### config.mk
export PLATFORM = sky130hd
export DESIGN_NAME = joystick_frame_parser_flat
export DESIGN_NICKNAME = d
export VERILOG_FILES = /design/src/sv/jfp_pkg.sv /design/src/sv/jfp_if.sv /design/src/sv/joystick_frame_parser.sv /design/src/flat_wrapper.sv
export SDC_FILE = /design/constraint.sdc
export NUM_CORES = 1
export LEC_CHECK = 0
export ABC_AREA = 1
export ABC_CLOCK_PERIOD_IN_PS = 3050
export BUFFER_PORTS_ARGS = -buffer_cell sky130_fd_sc_hd__buf_2
export CORE_ASPECT_RATIO = 1.25
export CORE_MARGIN = 8
export CORE_UTILIZATION = 59
export DETAILED_ROUTE_END_ITERATION = 16
export PLACE_DENSITY = 0.8
export SLEW_MARGIN = 20
export SYNTH_ARGS = -nofsm -noshare
export SYNTH_HDL_FRONTEND = slang
export SYNTH_SLANG_ARGS = --single-unit
### constraint.sdc
create_clock -name clk -period 3.05 [get_ports clk]
set_input_delay 0.305 -clock clk [delete_from_list [all_inputs] [get_ports clk]]
set_output_delay 0.305 -clock clk [all_outputs]
set_load 0.02 [all_outputs]
### src/sv/jfp_pkg.sv
// Package for the joystick frame parser: widths, protocol bytes, types and helpers.
`default_nettype none

package jfp_pkg;

	// Field widths of the beats
	localparam int BYTE_W = 8;
	localparam int VAL_W  = 15;
	localparam int MAG_W  = 14;

	// Defaults for the top-level parameters
	localparam int PAYLOAD_MAX_DEF  = 64;
	localparam int NUMBER_CHARS_DEF = 4;

	// Frame delimiters and number characters
	localparam logic [BYTE_W-1:0] START_BYTE = 8'h3C;
	localparam logic [BYTE_W-1:0] END_BYTE   = 8'h3E;
	localparam logic [BYTE_W-1:0] SEP_BYTE   = 8'h3B;
	localparam logic [BYTE_W-1:0] MINUS_BYTE = 8'h2D;
	localparam logic [BYTE_W-1:0] PLUS_BYTE  = 8'h2B;
	localparam logic [MAG_W-1:0]  MAG_MAX    = 14'd16383;

	// Field counter
	localparam int FIELD_W = 3;
	localparam logic [FIELD_W-1:0] FIELD_X    = 3'd0;
	localparam logic [FIELD_W-1:0] FIELD_Y    = 3'd1;
	localparam logic [FIELD_W-1:0] FIELD_BTN0 = 3'd2;
	localparam logic [FIELD_W-1:0] FIELD_BTN2 = 3'd4;
	localparam logic [FIELD_W-1:0] FIELD_LAST = 3'd7;
	localparam int NUM_BUTTONS = 3;

	// Number scanner phase
	typedef enum logic [1:0] {
		PH_SKIP,
		PH_DIGITS,
		PH_STOP
	} num_phase_t;

	function automatic logic is_space(input logic [BYTE_W-1:0] b);
		return (b == 8'h20) || (b >= 8'h09 && b <= 8'h0D);
	endfunction

	function automatic logic is_digit(input logic [BYTE_W-1:0] b);
		return (b >= 8'h30 && b <= 8'h39);
	endfunction

endpackage

`default_nettype wire

### src/sv/jfp_if.sv
// Valid/ready channel interfaces for received bytes and parsed joystick beats.
`default_nettype none

interface jfp_byte_if;
	import jfp_pkg::*;

	logic              valid;
	logic              ready;
	logic [BYTE_W-1:0] rx_byte;

	modport source (output valid, output rx_byte, input ready);
	modport sink   (input valid, input rx_byte, output ready);
endinterface

interface jfp_joy_if;
	import jfp_pkg::*;

	logic                    valid;
	logic                    ready;
	logic                    frame_end;
	logic                    frame_valid;
	logic signed [VAL_W-1:0] joy_x;
	logic signed [VAL_W-1:0] joy_y;
	logic [BYTE_W-1:0]       button_cross;
	logic [BYTE_W-1:0]       button_circle;
	logic [BYTE_W-1:0]       button_tri;

	modport source (
		output valid, output frame_end, output frame_valid, output joy_x, output joy_y,
		output button_cross, output button_circle, output button_tri, input ready
	);
	modport sink (
		input valid, input frame_end, input frame_valid, input joy_x, input joy_y,
		input button_cross, input button_circle, input button_tri, output ready
	);
endinterface

`default_nettype wire

### src/sv/joystick_frame_parser.sv
// Joystick frame parser: byte-serial parsing of '<' X;Y;bx;bo;bt '>' command frames.
//
// rx  : one received byte per beat (valid/ready).
// joy : one result beat per accepted byte. frame_end marks the '>' that closed
//       a frame; frame_valid is set on that beat when X and Y were both nonzero.
//       joy_x, joy_y and the three button bytes always show the last committed frame.
// Result: a byte's beat is registered and shows on joy in the cycle after it is taken.
// Throughput: one byte per cycle while joy takes its beats; a byte's parsing is one pass
//       through scanner logic (one multiply-by-ten add) into state and result registers.
// Stall: the result register holds while joy.ready is low; rx.ready then drops
//       until the pending result is taken, so no beat is lost or repeated.
// Reset: arst_n clears the parser to "waiting for '<'" and all committed values
//       to zero; no result beat is pending after reset.
// Bytes outside a frame are dropped until '<'; payload bytes past PAYLOAD_MAX are
// ignored, but '>' still closes the frame.
`default_nettype none

module joystick_frame_parser #(
	parameter int PAYLOAD_MAX  = jfp_pkg::PAYLOAD_MAX_DEF,
	parameter int NUMBER_CHARS = jfp_pkg::NUMBER_CHARS_DEF
) (
	input  wire logic  clk,
	input  wire logic  arst_n,
	jfp_byte_if.sink   rx,
	jfp_joy_if.source  joy
);
	import jfp_pkg::*;

	localparam int PW = $clog2(PAYLOAD_MAX + 1);
	localparam int CW = $clog2(NUMBER_CHARS + 1);
	localparam int MW = MAG_W + 4;

	typedef struct packed {
		logic [CW-1:0]    chars;
		num_phase_t       phase;
		logic             neg;
		logic [MAG_W-1:0] mag;
	} num_state_t;

	localparam num_state_t NUM_CLEAR = '{chars: '0, phase: PH_SKIP, neg: 1'b0, mag: '0};

	// One character of an atoi-style number scan
	function automatic num_state_t num_feed(input num_state_t p, input logic [BYTE_W-1:0] b);
		num_state_t r;
		logic [MW-1:0] m;
		r = p;
		m = ({{(MW-MAG_W){1'b0}}, p.mag} << 3) + ({{(MW-MAG_W){1'b0}}, p.mag} << 1)
			+ {{(MW-4){1'b0}}, b[3:0]};
		if (p.chars < CW'(NUMBER_CHARS)) begin
			r.chars = p.chars + 1'b1;
			case (p.phase)
				PH_SKIP: begin
					if (is_space(b)) begin
						r.phase = PH_SKIP;
					end else if (b == MINUS_BYTE) begin
						r.neg   = 1'b1;
						r.phase = PH_DIGITS;
					end else if (b == PLUS_BYTE) begin
						r.phase = PH_DIGITS;
					end else if (is_digit(b)) begin
						r.mag   = {{(MAG_W-4){1'b0}}, b[3:0]};
						r.phase = PH_DIGITS;
					end else begin
						r.phase = PH_STOP;
					end
				end
				PH_DIGITS: begin
					if (is_digit(b)) begin
						r.mag = (m > {{(MW-MAG_W){1'b0}}, MAG_MAX}) ? MAG_MAX : m[MAG_W-1:0];
					end else begin
						r.phase = PH_STOP;
					end
				end
				default: r = r;
			endcase
		end
		return r;
	endfunction

	function automatic logic [VAL_W-1:0] num_value(input num_state_t p);
		logic [VAL_W-1:0] m;
		m = {1'b0, p.mag};
		return p.neg ? (~m + 1'b1) : m;
	endfunction

	// Parser state
	logic                in_frame_q;
	logic [PW-1:0]       payload_cnt_q;
	logic [FIELD_W-1:0]  field_q;
	num_state_t          x_q, y_q;
	logic [BYTE_W-1:0]   pend_q [NUM_BUTTONS];
	// Committed values, driven straight onto the result beat
	logic [VAL_W-1:0]    commit_x_q, commit_y_q;
	logic [BYTE_W-1:0]   commit_btn_q [NUM_BUTTONS];
	// Result register
	logic                out_valid_q, out_end_q, out_fvalid_q;

	// Next-state signals
	logic                in_frame_d;
	logic [PW-1:0]       payload_cnt_d;
	logic [FIELD_W-1:0]  field_d, field_inc;
	num_state_t          x_d, y_d;
	logic [BYTE_W-1:0]   pend_d [NUM_BUTTONS];
	logic [VAL_W-1:0]    commit_x_d, commit_y_d;
	logic [BYTE_W-1:0]   commit_btn_d [NUM_BUTTONS];
	logic                end_d, fvalid_d;
	logic [1:0]          btn_idx;
	logic                take;
	logic [BYTE_W-1:0]   b;

	assign b        = rx.rx_byte;
	assign rx.ready = !out_valid_q || joy.ready;
	assign take     = rx.valid && rx.ready;

	// Field advance on separator, pending button slot of the new field
	assign field_inc = (b == SEP_BYTE && field_q < FIELD_LAST) ? field_q + 1'b1 : field_q;
	assign btn_idx   = 2'(field_inc - FIELD_BTN0);

	// Per-byte parse
	always_comb begin
		in_frame_d    = in_frame_q;
		payload_cnt_d = payload_cnt_q;
		field_d       = field_q;
		x_d           = x_q;
		y_d           = y_q;
		pend_d        = pend_q;
		commit_x_d    = commit_x_q;
		commit_y_d    = commit_y_q;
		commit_btn_d  = commit_btn_q;
		end_d         = 1'b0;
		fvalid_d      = 1'b0;
		if (!in_frame_q) begin
			if (b == START_BYTE) begin
				in_frame_d    = 1'b1;
				payload_cnt_d = '0;
				field_d       = FIELD_X;
				x_d           = NUM_CLEAR;
				y_d           = NUM_CLEAR;
				pend_d        = commit_btn_q;
			end
		end else if (b == END_BYTE) begin
			commit_x_d   = num_value(x_q);
			commit_y_d   = num_value(y_q);
			commit_btn_d = pend_q;
			end_d        = 1'b1;
			fvalid_d     = (commit_x_d != '0) && (commit_y_d != '0);
			in_frame_d   = 1'b0;
		end else if (payload_cnt_q < PW'(PAYLOAD_MAX)) begin
			payload_cnt_d = payload_cnt_q + 1'b1;
			if (field_q == FIELD_X) begin
				x_d = num_feed(x_q, b);
			end else if (field_q == FIELD_Y) begin
				y_d = num_feed(y_q, b);
			end
			field_d = field_inc;
			if (field_inc >= FIELD_BTN0 && field_inc <= FIELD_BTN2) begin
				pend_d[btn_idx] = b;
			end
		end
	end

	// State and committed values
	always_ff @(posedge clk or negedge arst_n) begin
		if (!arst_n) begin
			in_frame_q    <= 1'b0;
			payload_cnt_q <= '0;
			field_q       <= FIELD_X;
			x_q           <= NUM_CLEAR;
			y_q           <= NUM_CLEAR;
			pend_q        <= '{default: '0};
			commit_x_q    <= '0;
			commit_y_q    <= '0;
			commit_btn_q  <= '{default: '0};
		end else if (take) begin
			in_frame_q    <= in_frame_d;
			payload_cnt_q <= payload_cnt_d;
			field_q       <= field_d;
			x_q           <= x_d;
			y_q           <= y_d;
			pend_q        <= pend_d;
			commit_x_q    <= commit_x_d;
			commit_y_q    <= commit_y_d;
			commit_btn_q  <= commit_btn_d;
		end
	end

	// Result register
	always_ff @(posedge clk or negedge arst_n) begin
		if (!arst_n) begin
			out_valid_q  <= 1'b0;
			out_end_q    <= 1'b0;
			out_fvalid_q <= 1'b0;
		end else if (take) begin
			out_valid_q  <= 1'b1;
			out_end_q    <= end_d;
			out_fvalid_q <= fvalid_d;
		end else if (joy.ready) begin
			out_valid_q  <= 1'b0;
		end
	end

	assign joy.valid         = out_valid_q;
	assign joy.frame_end     = out_end_q;
	assign joy.frame_valid   = out_fvalid_q;
	assign joy.joy_x         = commit_x_q;
	assign joy.joy_y         = commit_y_q;
	assign joy.button_cross  = commit_btn_q[0];
	assign joy.button_circle = commit_btn_q[1];
	assign joy.button_tri    = commit_btn_q[2];

`ifndef SYNTHESIS
	// A valid frame is only ever reported on a closing beat
	a_fvalid_on_end: assert property (@(posedge clk) disable iff (!arst_n)
		joy.valid && joy.frame_valid |-> joy.frame_end)
		else $error("frame_valid without frame_end");

	// After a closing beat the parser waits for a new start byte
	a_end_leaves_frame: assert property (@(posedge clk) disable iff (!arst_n)
		joy.valid && joy.frame_end |-> !in_frame_q)
		else $error("parser still in frame after close");

	// Payload counter never passes its limit
	a_payload_bound: assert property (@(posedge clk) disable iff (!arst_n)
		payload_cnt_q <= PW'(PAYLOAD_MAX))
		else $error("payload counter overflow");

	// Outside a frame only the start byte opens one
	a_only_start_opens: assert property (@(posedge clk) disable iff (!arst_n)
		take && !in_frame_q && (b != START_BYTE) |=> !in_frame_q)
		else $error("frame opened by a non-start byte");

	// Committed values change only on a closing beat
	a_commit_on_end: assert property (@(posedge clk) disable iff (!arst_n)
		take && !end_d |=> $stable(commit_x_q) && $stable(commit_y_q))
		else $error("committed axis changed outside a close");
`endif

endmodule

`default_nettype wire

### src/flat_wrapper.sv
// flat-port wrapper written by rule: the top's interface ports become plain ports
module joystick_frame_parser_flat import jfp_pkg::*;
#(
	parameter int PAYLOAD_MAX  = jfp_pkg::PAYLOAD_MAX_DEF,
	parameter int NUMBER_CHARS = jfp_pkg::NUMBER_CHARS_DEF
)
  (clk, arst_n, rx_valid, rx_rx_byte, rx_ready, joy_valid, joy_frame_end, joy_frame_valid, joy_joy_x, joy_joy_y, joy_button_cross, joy_button_circle, joy_button_tri, joy_ready);
  jfp_byte_if rx_i ();
  jfp_joy_if joy_i ();
  input  wire logic clk;
  input  wire logic arst_n;
  input wire logic [$bits(rx_i.valid)-1:0] rx_valid;
  input wire logic [$bits(rx_i.rx_byte)-1:0] rx_rx_byte;
  output wire logic [$bits(rx_i.ready)-1:0] rx_ready;
  output wire logic [$bits(joy_i.valid)-1:0] joy_valid;
  output wire logic [$bits(joy_i.frame_end)-1:0] joy_frame_end;
  output wire logic [$bits(joy_i.frame_valid)-1:0] joy_frame_valid;
  output wire logic [$bits(joy_i.joy_x)-1:0] joy_joy_x;
  output wire logic [$bits(joy_i.joy_y)-1:0] joy_joy_y;
  output wire logic [$bits(joy_i.button_cross)-1:0] joy_button_cross;
  output wire logic [$bits(joy_i.button_circle)-1:0] joy_button_circle;
  output wire logic [$bits(joy_i.button_tri)-1:0] joy_button_tri;
  input wire logic [$bits(joy_i.ready)-1:0] joy_ready;
  assign rx_i.valid = rx_valid;
  assign rx_i.rx_byte = rx_rx_byte;
  assign rx_ready = rx_i.ready;
  assign joy_valid = joy_i.valid;
  assign joy_frame_end = joy_i.frame_end;
  assign joy_frame_valid = joy_i.frame_valid;
  assign joy_joy_x = joy_i.joy_x;
  assign joy_joy_y = joy_i.joy_y;
  assign joy_button_cross = joy_i.button_cross;
  assign joy_button_circle = joy_i.button_circle;
  assign joy_button_tri = joy_i.button_tri;
  assign joy_i.ready = joy_ready;
  joystick_frame_parser #(.PAYLOAD_MAX(PAYLOAD_MAX), .NUMBER_CHARS(NUMBER_CHARS)) u_core (.clk(clk), .arst_n(arst_n), .rx(rx_i), .joy(joy_i));
endmodule
==> results_dict.tcl <==
set metrics [dict create \
    finalWorstPathRequiredPeriod_ns 2.79 \
    worst_hold_startpoint "joy_ready" \
    mappedNetlistArea_sq_um 9320 \
    power_density_nw_per_um2 682 \
    muxShareOfSynthArea_pct 0.107 \
    type_of_destination_of_the_critical_path "flop" \
    synth_nets 1435 \
    synth.avg_cell_area_sq_um 6.87 \
    min-delay-path-class "input pin to flop" \
    drt-wirelength-per-cell_microns 14.2 \
    rrSetupSlack_ns 0.26 \
    synthSimpleGateAreaFrac_pct 37.7 \
    timing_max_transition_violations_final 0 \
    tritoncts "built" \
    nets 1504 \
    capturing_point_of_the_worst_reg2reg_path "u_core.y_q[10]" \
    worstSetupStartpoint "u_core.y_q[0]" \
    detail_route.drc_violations 0 \
    antenna_found_initial 1 \
    adder_and_majority_cell_fraction_of_the_synthesized_area_pct 9.18 \
    fmax_mhz 358 \
    postSynth.topFlopCell "sky130_fd_sc_hd__dfrtp_1" \
    gr-usage-all-layers_pct 24.3 \
    path_clk_slew_ns 0.06 \
    combined_area_of_the_multi_input_logic_cells_sq_um 5270 \
    crit_arrival_ns 3.10 \
    cts_num_sinks 132 \
    number_of_enable_flip_flop_cells_after_synthesis 0 \
    async_reset_ff_share_pct 100 \
    hold_viol 0 \
    drt-pass1-iter-count 7 \
    final.hold.worst_slack_ns 0.148 \
    floorplan.io_pins 70 \
    drt-total-wl_microns 23500 \
    globalRouteOverflowTotal 0 \
    grt_first_pass_wirelength_microns 39900 \
    floorplan.die_area_sq_um 20100 \
    route.detailed.vias_per_inst 5.39 \
    timing.max_cap.violations 0 \
    numCtsBuffers 17 \
    number_of_drc_markers_in_iteration_0 603 \
    fin_worst_skew_ns 0.00709 \
    num-fill-cells 1352 \
    worstSkewPairLatency_ns 0.43 \
    fin_total_pwr_mw 7.21 \
    dp_hpwl_microns 17400 \
    port-buffer-count 69 \
    rr_startpoint "u_core.y_q[0]" \
    register_area_sq_um 3300 \
    synth_top_family_by_area "simple AND/OR/NAND/NOR gates" \
    row_count 51 \
    areaGrowthSynthToFinish_pct 13.5 \
    path_class "flop to flop" \
    clockBufferDepth 2 \
    finalSetupViolations 0 \
    chipHeight_microns 157 \
    ir_drop_mv 0.348 \
    grt_start_max_net_pins 71 \
    synth_compound_gate_area_share_pct 7.14 \
    floorplan.initialDensity_pct 60.1 \
    detail-route-antenna-nets 0 \
    cp.required_ns 3.36 \
    cts_htree_levels 4 \
    placeable_core_region_sq_um 15500 \
    drive_above_1_share_pct 10.7 \
    syn_inst 1357 \
    synth_warn 0 \
    rr_worst_depth 16 \
    worst_slew_pin_slew_ns 0.926 \
    outcome "finished clean" \
    worstSetupStartpointType "flop" \
    place_inst 1617 \
    finish.cell_count_without_fillers 1652 \
    period_share_pct 91.6 \
    xor_xnor_portion_of_the_synthesized_cell_area_pct 2.26 \
    worstPathMaxFanout 14 \
    p_leak_nw 6.31 \
    dr_total_vias 8911 \
    yosys.cell_types.count 45 \
    number_of_global_route_vias_before_repair 8820 \
    place_congestion 0.986 \
    yosysSeqAreaShare_pct 35.4 \
    die_width_microns 128 \
    endpoint "u_core.y_q[10]" \
    postSynthRegisterBits 132 \
    layout.core_utilization_pct 68.2 \
    maxSlewHeadroom_pct 38.2 \
    clk_root_buffer_cell "sky130_fd_sc_hd__clkbuf_16" \
]
==> state kept, by name (all words and copies together), names as in the netlist <==
register	cells
u_core.pend_q	24
u_core.x_q	20
u_core.y_q	20
u_core.joy.joy_x	15
u_core.joy.joy_y	15
u_core.joy.button_circle	8
u_core.joy.button_cross	8
u_core.joy.button_tri	8
u_core.payload_cnt_q	7
u_core.field_q	3
u_core.in_frame_q	1
u_core.joy.frame_end	1
u_core.joy.frame_valid	1
u_core.joy.valid	1
==> cell type report <==
type,instances,area share (%)
multi-input combinational,1033,49.8
sequential,132,31.2
inverter,161,5.71
clock buffer,21,4.45
timing repair buffer,81,4.44
tap,212,2.51
clock inverter,11,1.86
antenna,1,0.0237
==> how the worst min path moves through the flow <==
stage | cells after the start | to
global route | 4 | u_core.joy.valid
floorplan | 0 | u_core.field_q[0]
global placement | 1 | u_core.joy.button_cross[6]
finish | 4 | u_core.joy.valid
detailed placement | 1 | u_core.pend_q[22]
CTS | 4 | u_core.joy.valid
==> logic make-up after synthesis <==
kind of cell,count (synthesis)
mux,1
simple gates,823
buf+inv,192
compound gates,119
xor+xnor,24
fa+ha+maj,66
flops,132
==> cells in the final DEF, fill, tap and decap left out, types with 9 or more instances in the layout <==
cell type and instances:
sky130_fd_sc_hd__nand2_1 559, sky130_fd_sc_hd__inv_1 157, sky130_fd_sc_hd__dfrtp_1 132, sky130_fd_sc_hd__nor2_1 102
sky130_fd_sc_hd__nand3_1 69, sky130_fd_sc_hd__buf_2 68, sky130_fd_sc_hd__ha_1 62, sky130_fd_sc_hd__o21ai_0 46
sky130_fd_sc_hd__nand4_1 35, sky130_fd_sc_hd__a21oi_1 29, sky130_fd_sc_hd__a31oi_1 22, sky130_fd_sc_hd__clkbuf_16 17
sky130_fd_sc_hd__xor2_1 15, sky130_fd_sc_hd__nor3_1 9, sky130_fd_sc_hd__nand2_2 9, sky130_fd_sc_hd__xnor2_1 9
sky130_fd_sc_hd__buf_4 9
==> synth_stat cells (5+ instances only) <==
| library cell | instances | area share (%) |
|---|---|---|
| sky130_fd_sc_hd__o21ai_0 | 47 | 2.5 |
| sky130_fd_sc_hd__dfrtp_1 | 132 | 35 |
| sky130_fd_sc_hd__xnor2_1 | 9 | 0.85 |
| sky130_fd_sc_hd__ha_1 | 62 | 8.3 |
| sky130_fd_sc_hd__nand2_1 | 560 | 23 |
| sky130_fd_sc_hd__o21ai_1 | 6 | 0.32 |
| sky130_fd_sc_hd__nor3_1 | 9 | 0.48 |
| sky130_fd_sc_hd__or2_2 | 5 | 0.34 |
| sky130_fd_sc_hd__clkbuf_1 | 15 | 0.60 |
| sky130_fd_sc_hd__nand2_2 | 8 | 0.54 |
| sky130_fd_sc_hd__nand4_1 | 35 | 2.3 |
| sky130_fd_sc_hd__o22ai_1 | 5 | 0.34 |
| sky130_fd_sc_hd__nand3b_1 | 7 | 0.56 |
| sky130_fd_sc_hd__buf_2 | 10 | 0.54 |
| sky130_fd_sc_hd__xor2_1 | 15 | 1.4 |
| sky130_fd_sc_hd__inv_1 | 157 | 6.3 |
| sky130_fd_sc_hd__nand3_1 | 69 | 3.7 |
| sky130_fd_sc_hd__nor2_1 | 103 | 4.1 |
| sky130_fd_sc_hd__nand2_4 | 5 | 0.60 |
| sky130_fd_sc_hd__a21oi_1 | 29 | 1.6 |
| sky130_fd_sc_hd__a31oi_1 | 22 | 1.5 |
==> worst max-delay path: stages, from the launching register on <==
cell                       delay [ns]
sky130_fd_sc_hd__dfrtp_1         0.34
sky130_fd_sc_hd__inv_1           0.12
sky130_fd_sc_hd__fa_1            0.52
sky130_fd_sc_hd__inv_1           0.07
sky130_fd_sc_hd__fa_1            0.45
sky130_fd_sc_hd__nand2_1         0.10
sky130_fd_sc_hd__nand2_1         0.05
sky130_fd_sc_hd__nand3b_1        0.08
sky130_fd_sc_hd__nand2_1         0.09
sky130_fd_sc_hd__nand2_1         0.09
sky130_fd_sc_hd__nand2_1         0.05
sky130_fd_sc_hd__nand2_1         0.06
sky130_fd_sc_hd__nand2_1         0.05
sky130_fd_sc_hd__nor2_1          0.12
sky130_fd_sc_hd__nand2_2         0.18
sky130_fd_sc_hd__o21ai_0         0.22
sky130_fd_sc_hd__nand2_1         0.07
==> stage by stage <==
step	setup WS (ns)	setup TNS [ns]	instance area, sq um
2_1_floorplan	0.408	0	9320
3_3_place_gp	0.134	0	9890
3_5_place_dp	0.0373	0	9890
4_1_cts	0.186	0	10600
5_1_grt	-0.0150	-0.0150	10600
6_report	0.256	0	10600
==> power by group <==
part	switching, mW	internal (mW)	leakage (nW)
clock	0.785	1.52	0.320
sequential	0.286	2.03	1.81
combinational	1.71	0.875	4.18
total	2.78	4.43	6.31
==> metal layers <==
metal	global-route usage, %	share of wire, %	vias up
met1	27.8	42	4132
met4	11.3	2.9	0
met5	0	0	-
met2	43.0	50	269
met3	4.46	5.0	57
li1	-	-	4453
==> timing repair <==
| action | 4_1_cts | 5_1_grt |
|---|---|---|
| hold endpoints to repair | 62 | 0 |
| setup buffers | 0 | 1 |
| setup endpoints to repair | 0 | 24 |
| hold buffers | 1 | 0 |
| gates resized for setup | 0 | 2 |
Power figures use the tool's default switching activity.
